[src/rtl/core/sc3_pkg.sv]
// Shared constants, payload types and helpers for the 3x3 stencil filter.
package sc3_pkg;

   localparam int MAX_WIDTH    = 1024;
   localparam int MAX_HEIGHT   = 1024;
   localparam int ADDR_W       = $clog2(MAX_WIDTH);
   localparam int COUNT_W      = 10;
   localparam int SIZE_W       = 11;
   localparam int PIX_W        = 8;
   localparam int TAP_W        = 5;
   localparam int NUM_TAPS     = 9;
   localparam int TAPS_W       = TAP_W * NUM_TAPS;
   localparam int PROD_W       = TAP_W + PIX_W + 1;
   localparam int ROW_SUM_W    = PROD_W + 2;
   localparam int SUM_W        = 17;
   localparam int OFFSET_UNITS = 2250;
   localparam int CSR_ADDR_W   = 5;
   localparam int CSR_DATA_W   = 64;

   localparam logic [TAPS_W-1:0] KERNEL_TAPS_RESET = 45'd1066198336480;
   localparam logic [SIZE_W-1:0] IMAGE_SIZE_RESET  = 11'd100;

   typedef enum logic [1:0] {
      REG_KERNEL_TAPS  = 2'd0,
      REG_IMAGE_WIDTH  = 2'd1,
      REG_IMAGE_HEIGHT = 2'd2
   } reg_index_type;

   typedef struct packed {
      logic [PIX_W-1:0] pixel;
      logic             frame_start;
   } req_type;

   typedef struct packed {
      logic signed [SUM_W-1:0] scaled_value;
      logic [COUNT_W-1:0]      center_row;
      logic [COUNT_W-1:0]      center_col;
      logic                    frame_last;
   } rsp_type;

   typedef struct packed {
      logic [TAPS_W-1:0] kernel_taps;
      logic [SIZE_W-1:0] image_width;
      logic [SIZE_W-1:0] image_height;
   } cfg_type;

   function automatic logic [SIZE_W-1:0] clamp_size(input logic [SIZE_W-1:0] v,
                                                    input logic [SIZE_W-1:0] max_v);
      logic [SIZE_W-1:0] r;
      if (v < SIZE_W'(3)) begin
         r = SIZE_W'(3);
      end else if (v > max_v) begin
         r = max_v;
      end else begin
         r = v;
      end
      return r;
   endfunction

   function automatic logic signed [TAP_W-1:0] tap_coef(input logic [TAPS_W-1:0] taps,
                                                        input int idx);
      return $signed(taps[TAP_W*idx +: TAP_W]);
   endfunction

endpackage

[src/rtl/core/sc3_csr.sv]
// APB-style register file for kernel taps and frame size.
module sc3_csr
   import sc3_pkg::*;
(
   input  logic                  clock,
   input  logic                  reset,
   input  logic                  psel,
   input  logic                  penable,
   input  logic                  pwrite,
   input  logic [CSR_ADDR_W-1:0] paddr,
   input  logic [CSR_DATA_W-1:0] pwdata,
   output logic [CSR_DATA_W-1:0] prdata,
   output logic                  pready,
   output cfg_type               cfg
);

   cfg_type cfg_ff;
   cfg_type cfg_in;
   logic    wr_en;

   assign pready = 1'b1;
   assign wr_en  = psel && penable && pwrite;

   always_comb begin
      cfg_in = cfg_ff;
      if (wr_en) begin
         unique case (paddr[4:3])
            REG_KERNEL_TAPS:  cfg_in.kernel_taps  = pwdata[TAPS_W-1:0];
            REG_IMAGE_WIDTH:  cfg_in.image_width  = pwdata[SIZE_W-1:0];
            REG_IMAGE_HEIGHT: cfg_in.image_height = pwdata[SIZE_W-1:0];
            default:          cfg_in = cfg_ff;
         endcase
      end
   end

   always_ff @(posedge clock) begin
      if (reset) begin
         cfg_ff.kernel_taps  <= KERNEL_TAPS_RESET;
         cfg_ff.image_width  <= IMAGE_SIZE_RESET;
         cfg_ff.image_height <= IMAGE_SIZE_RESET;
      end else begin
         cfg_ff <= cfg_in;
      end
   end

   always_comb begin
      unique case (paddr[4:3])
         REG_KERNEL_TAPS:  prdata = CSR_DATA_W'(cfg_ff.kernel_taps);
         REG_IMAGE_WIDTH:  prdata = CSR_DATA_W'(cfg_ff.image_width);
         REG_IMAGE_HEIGHT: prdata = CSR_DATA_W'(cfg_ff.image_height);
         default:          prdata = '0;
      endcase
   end

   assign cfg = cfg_ff;

endmodule

[config.mk]
export PLATFORM = sky130hd
export DESIGN_NAME = sc3_csr
export DESIGN_NICKNAME = d
export VERILOG_FILES = /design/src/rtl/core/sc3_pkg.sv /design/src/rtl/core/sc3_csr.sv
export SDC_FILE = /design/constraint.sdc
export NUM_CORES = 1
export LEC_CHECK = 0
export BUFFER_PORTS_ARGS = -buffer_cell sky130_fd_sc_hd__buf_2
export CAP_MARGIN = 20
export CORE_MARGIN = 1.5
export CORE_UTILIZATION = 37
export DETAILED_ROUTE_END_ITERATION = 8
export PLACE_DENSITY = 0.7
export SYNTH_ARGS = -nofsm -noshare
export SYNTH_HDL_FRONTEND = slang
export SYNTH_SLANG_ARGS = --single-unit
[constraint.sdc]
create_clock -name clock -period 1.3 [get_ports clock]
set_input_delay 0.13 -clock clock [delete_from_list [all_inputs] [get_ports clock]]
set_output_delay 0.13 -clock clock [all_outputs]
set_load 0.02 [all_outputs]
# Yosys cells after proc, flatten, opt, wreduce, memory -nomap -nowiden
# Index checks and enable logic that the tools add are counted.
[word_totals]
ff_bits = 67
latch_bits = 0
ram_bits = 0
romBits = 0
input_bits = 74
out_inout_bits = 132
elab_cells = 12
memories = 0
[classes]
n_addsub = 0
mul = 0
div_mod_pow = 0
order_cmp = 0
eq_ne = 2
n_shift = 0
n_mux = 1
bitwise_logic = 0
n_reduce_logical = 6
[op_table]
columns = ["cell", "count"]
rows = [
  ["45-bit one-hot mux with 3 select lines", 1],
  ["2-bit AND reduction", 3],
  ["2-bit by 1-bit equality test with 1-bit output, second input constant", 1],
  ["2-bit equality test, second input constant", 1],
  ["1-bit logical AND", 2],
  ["2-bit zero test", 1],
]

# Longest topological paths before layout
[depth]
word_depth = 3
mapped_depth = 5
depth_no_buf = 3

# Worst setup path before layout
# Ideal clock, no wire load.
[synth_timing]
path_kind = "input to output"
from = "input paddr[4]"
to = "output prdata[0]"
t_arrival_ns = 1.132
required_ns = 1.170
path_slack_ns = 0.038
stages = 4
n_path_buf = 2
path_cell_list = "buf_2 -> buf_2 -> mux2i_1 -> o21ai_0"
[synth_via]
elab_chain_cells = 2
word_cells_on_any_way = 4
classes_between = "eq/ne (2); mux (1); reduce/logical (1)"
[synth_lines]
columns = ["item", "line_no", "rtl"]
rows = [
  ["start, declared", "sc3_csr.sv:10", "input logic [CSR_ADDR_W-1:0] paddr,"],
  ["2-bit equality test, or another cell as far along", "sc3_csr.sv:47", "unique case (paddr[4:3])"],
  ["45-bit one-hot mux with 3 select lines (*)", "sc3_csr.sv:47", ""],
  ["end, declared", "sc3_csr.sv:12", "output logic [CSR_DATA_W-1:0] prdata,"],
]
# Mark *: on every way between the ends. The rest lies on a longest branch, timed or not.

# Final worst setup path
[layout_timing]
from = "register cfg_ff, in the netlist cfg[1]"
to = "output prdata[1]"
[layout_via]
elab_chain_cells = 1
[layout_lines]
columns = ["item", "line_no", "rtl"]
rows = [
  ["start, declared", "sc3_csr.sv:17", "cfg_type cfg_ff;"],
  ["start signal, assigned", "sc3_csr.sv:42", "cfg_ff <= cfg_in;"],
  ["45-bit one-hot mux with 3 select lines", "sc3_csr.sv:47", ""],
]
# No other way between the ends.

==> impl_metrics.prom <==
# TYPE chip_impl_metric gauge
chip_impl_metric{name="critical_path.max_fanout",unit=""} 3
chip_impl_metric{name="detailroute.via_count",unit=""} 2936
chip_impl_metric{name="whs",unit="ps"} 46.1
chip_impl_metric{name="pre_cts_slack",unit="ps"} 61.0
chip_impl_metric{name="nNetsFinal",unit=""} 607
chip_impl_metric{name="placement.io_buffers",unit=""} 163
chip_impl_metric{name="io_pins",unit=""} 206
chip_impl_metric{name="worst_skew_pair.late_latency",unit="ps"} 330
chip_impl_metric{name="chipHeight",unit="um"} 98.5
chip_impl_metric{name="place.gp.congestion",unit=""} 0.738
chip_impl_metric{name="synthesis.area_per_instance",unit="sq um"} 9.08
chip_impl_metric{name="postSynthCellCount",unit=""} 372
chip_impl_metric{name="fin_worst_skew",unit="ps"} 0
chip_impl_metric{name="dp.final_hpwl",unit="mm"} 6.00
chip_impl_info{name="tritoncts_clock_tree",value="done"} 1
chip_impl_metric{name="syn_area",unit="sq mm"} 0.00338
chip_impl_metric{name="grt_usage",unit="%"} 16.0
chip_impl_metric{name="antenna_left",unit=""} 0
chip_impl_metric{name="proportion_of_synthesized_chip_area_in_sequential_cells",unit="%"} 39.7
chip_impl_metric{name="fin_crit_sh",unit="%"} 94.4
chip_impl_metric{name="drtIter0Drc",unit=""} 98
chip_impl_info{name="worst_setup_path_startpoint",value="cfg[1]"} 1
chip_impl_metric{name="dieArea",unit="sq mm"} 0.00971
chip_impl_info{name="grt_setup_unrepaired",value="true"} 1
chip_impl_metric{name="number_of_antenna_violations_at_the_first_check_in_global_routing",unit=""} 0
chip_impl_info{name="critical-path-slowest-cell",value="dfxtp_1"} 1
chip_impl_metric{name="die_width",unit="um"} 98.5
chip_impl_metric{name="gr-total-overflow",unit=""} 0
chip_impl_metric{name="finalWirelength",unit="mm"} 8.02
chip_impl_metric{name="post_route_cells_drive_above_1_share",unit="%"} 38.5
chip_impl_info{name="path_delay_family",value="flip-flops"} 1
chip_impl_metric{name="clock-sinks",unit=""} 67
chip_impl_info{name="timing.rr.start",value="cfg[15]"} 1
chip_impl_metric{name="core.rowCount",unit=""} 34
chip_impl_info{name="worstSetupStartpointType",value="flop"} 1
chip_impl_metric{name="layout_min_cycle_time",unit="ps"} 1230
chip_impl_metric{name="starting_density_of_the_core",unit="%"} 38.5
chip_impl_metric{name="netlist-cell-type-count",unit=""} 18
chip_impl_metric{name="critPathBufInv",unit=""} 1
chip_impl_info{name="clk_root_buffer_cell",value="clkbuf_8"} 1
chip_impl_metric{name="number_of_cts_inserted_buffers",unit=""} 9
chip_impl_metric{name="clock.fmax",unit="GHz"} 0.815
chip_impl_metric{name="antenna-diode-count",unit=""} 0
chip_impl_metric{name="timing.final.hold_violations",unit=""} 0
chip_impl_info{name="path_class",value="flop to primary output"} 1
chip_impl_metric{name="synth_seq_cells",unit=""} 67
chip_impl_metric{name="cellPowerDensity",unit="mW/mm^2"} 965
chip_impl_metric{name="ys_warn_count",unit=""} 0
chip_impl_info{name="timing.critical_path.cells",value="mux2i_1, o21ai_0, buf_2"} 1
chip_impl_metric{name="largest_register_ff_count",unit=""} 67
chip_impl_metric{name="maxSlewViolCount",unit=""} 0
chip_impl_metric{name="clkTransAtPathRegs",unit="ps"} 80
chip_impl_metric{name="htree_levels",unit=""} 3
chip_impl_metric{name="grt_first_pass_wirelength",unit="mm"} 12.6
chip_impl_info{name="endpoint_kind",value="primary output"} 1
chip_impl_metric{name="utilization",unit="%"} 51.5
chip_impl_info{name="hold_path_startpoint",value="pwdata[13]"} 1
chip_impl_metric{name="areaGrowthSynthToFinish",unit="%"} 33.6
chip_impl_metric{name="setup_viol",unit=""} 0
chip_impl_metric{name="worstPathRequired",unit="ps"} 1170
chip_impl_metric{name="setup_slack",unit="ps"} 73.4
chip_impl_metric{name="hold_buffers",unit=""} 0
chip_impl_metric{name="drt-vias-per-instance",unit=""} 4.55
chip_impl_metric{name="drc",unit=""} 0
chip_impl_metric{name="finalNonFillerCells",unit=""} 645
chip_impl_metric{name="cpPeakStageDelay",unit="ps"} 350
chip_impl_metric{name="route.detailed.wl_per_inst",unit="um"} 12.4
chip_impl_metric{name="dp.cells",unit=""} 630
chip_impl_metric{name="max_cap_violations",unit=""} 0
chip_impl_info{name="run_status",value="complete, no violations"} 1
chip_impl_metric{name="crit_arrival",unit="ps"} 1100
chip_impl_metric{name="first_global_vias",unit=""} 2700
chip_impl_metric{name="fillerInstances",unit=""} 827
chip_impl_metric{name="power.static_leakage",unit="nW"} 2.16
chip_impl_info{name="hold_path_class",value="input port to flop"} 1
chip_impl_metric{name="grt_start_max_net_pins",unit=""} 72
chip_impl_metric{name="clock_path_buffers",unit=""} 2
chip_impl_metric{name="drtPass1Iterations",unit=""} 4
chip_impl_metric{name="placeableCoreArea",unit="sq mm"} 0.00876
chip_impl_metric{name="ir_drop",unit="V"} 0.000448
[per-stage QoR]
step	instance area (sq um)	TNS (ps)	total power, W
2_1_floorplan	3440	0	0.00256
5_1_grt	4510	-37.5	0.00453
6_report	4510	0	0.00435
3_5_place_dp	4310	0	0.00275
3_3_place_gp	4310	0	0.00273
4_1_cts	4490	0	0.00438
[tightest hold or removal path: cells and delay by family]
family        cells  cell delay, ps
buf+inv           1             100
mux               1              60
simple gates      1              50
[worst paths after layout]
kind	to	slack [ps]	cells after the start
min	cfg[35]	50	3
min reg2reg	cfg[55]	490	2
max	prdata[1]	70	3
max reg2reg	cfg[15]	660	2
[synthesized netlist by cell type]
library cell | number | area [sq um]
nand3_2 | 1 | 10.0
dfxtp_1 | 67 | 1340
and2_1 | 34 | 213
nor3_1 | 1 | 5.00
buf_6 | 1 | 11.3
buf_4 | 25 | 188
nand4_2 | 1 | 12.5
nand2b_1 | 65 | 407
nand2_1 | 11 | 41.3
nor3b_2 | 1 | 12.5
nor2b_1 | 1 | 6.26
nor2_1 | 52 | 195
conb_1 | 2 | 7.51
buf_2 | 4 | 20.0
clkbuf_1 | 16 | 60.1
or3b_4 | 1 | 11.3
o21ai_0 | 11 | 55.1
mux2i_1 | 78 | 781
[power by group]
group          internal (W)  switching (W)  total [W]  leakage [nW]
Clock              0.000869       0.000785    0.00165        0.0881
Sequential          0.00208      0.0000202    0.00210         0.543
Combinational      0.000249       0.000349   0.000598          1.53
[kinds of logic (layout without fill, tap and decap cells)]
family                 Yosys count  count (layout)  share of synthesized area (%)
AOI/OAI and AO/OA               11              11                           1.63
buffers and inverters           46             193                           8.26
DFF                             67              67                           39.7
muxes                           78              78                           23.1
other                            2              20                          0.222
and+or+nand+nor                168             168                           27.0
[layer usage]
layer	wire length [um]	track usage, %	vias up
met5	0	0	-
met4	62	5.42	0
met3	621	4.89	8
met2	3820	27.1	125
met1	3510	19.4	1331
li1	-	-	1472
[repair_timing]
action                     4_1_cts  5_1_grt
gates resized for setup          0       16
setup endpoints to repair        0        8
setup buffers                    0        0
[cells in the final DEF, fill, tap and decap left out, types with 2 or more instances in the layout]
master        n
buf_2       161
mux2i_1      78
nand2b_1     65
dfxtp_1      58
nor2_1       51
and2_1       34
conb_1       20
nand2_1      11
buf_4        11
dfxtp_2       9
clkbuf_8      9
o21ai_0       6
buf_12        6
o21ai_1       5
clkinvlp_4    2
clkinv_2      2
[cell type report]
cell class,instances,area [sq um],share of cell area [%]
tap,108,135,3.00
multi-input combinational,277,1830,40.6
sequential,67,1350,30.0
clock buffer,10,128,2.83
timing repair buffer,178,1010,22.4
clock inverter,5,55.1,1.22
No activity file was read; power rests on OpenSTA's default activity.
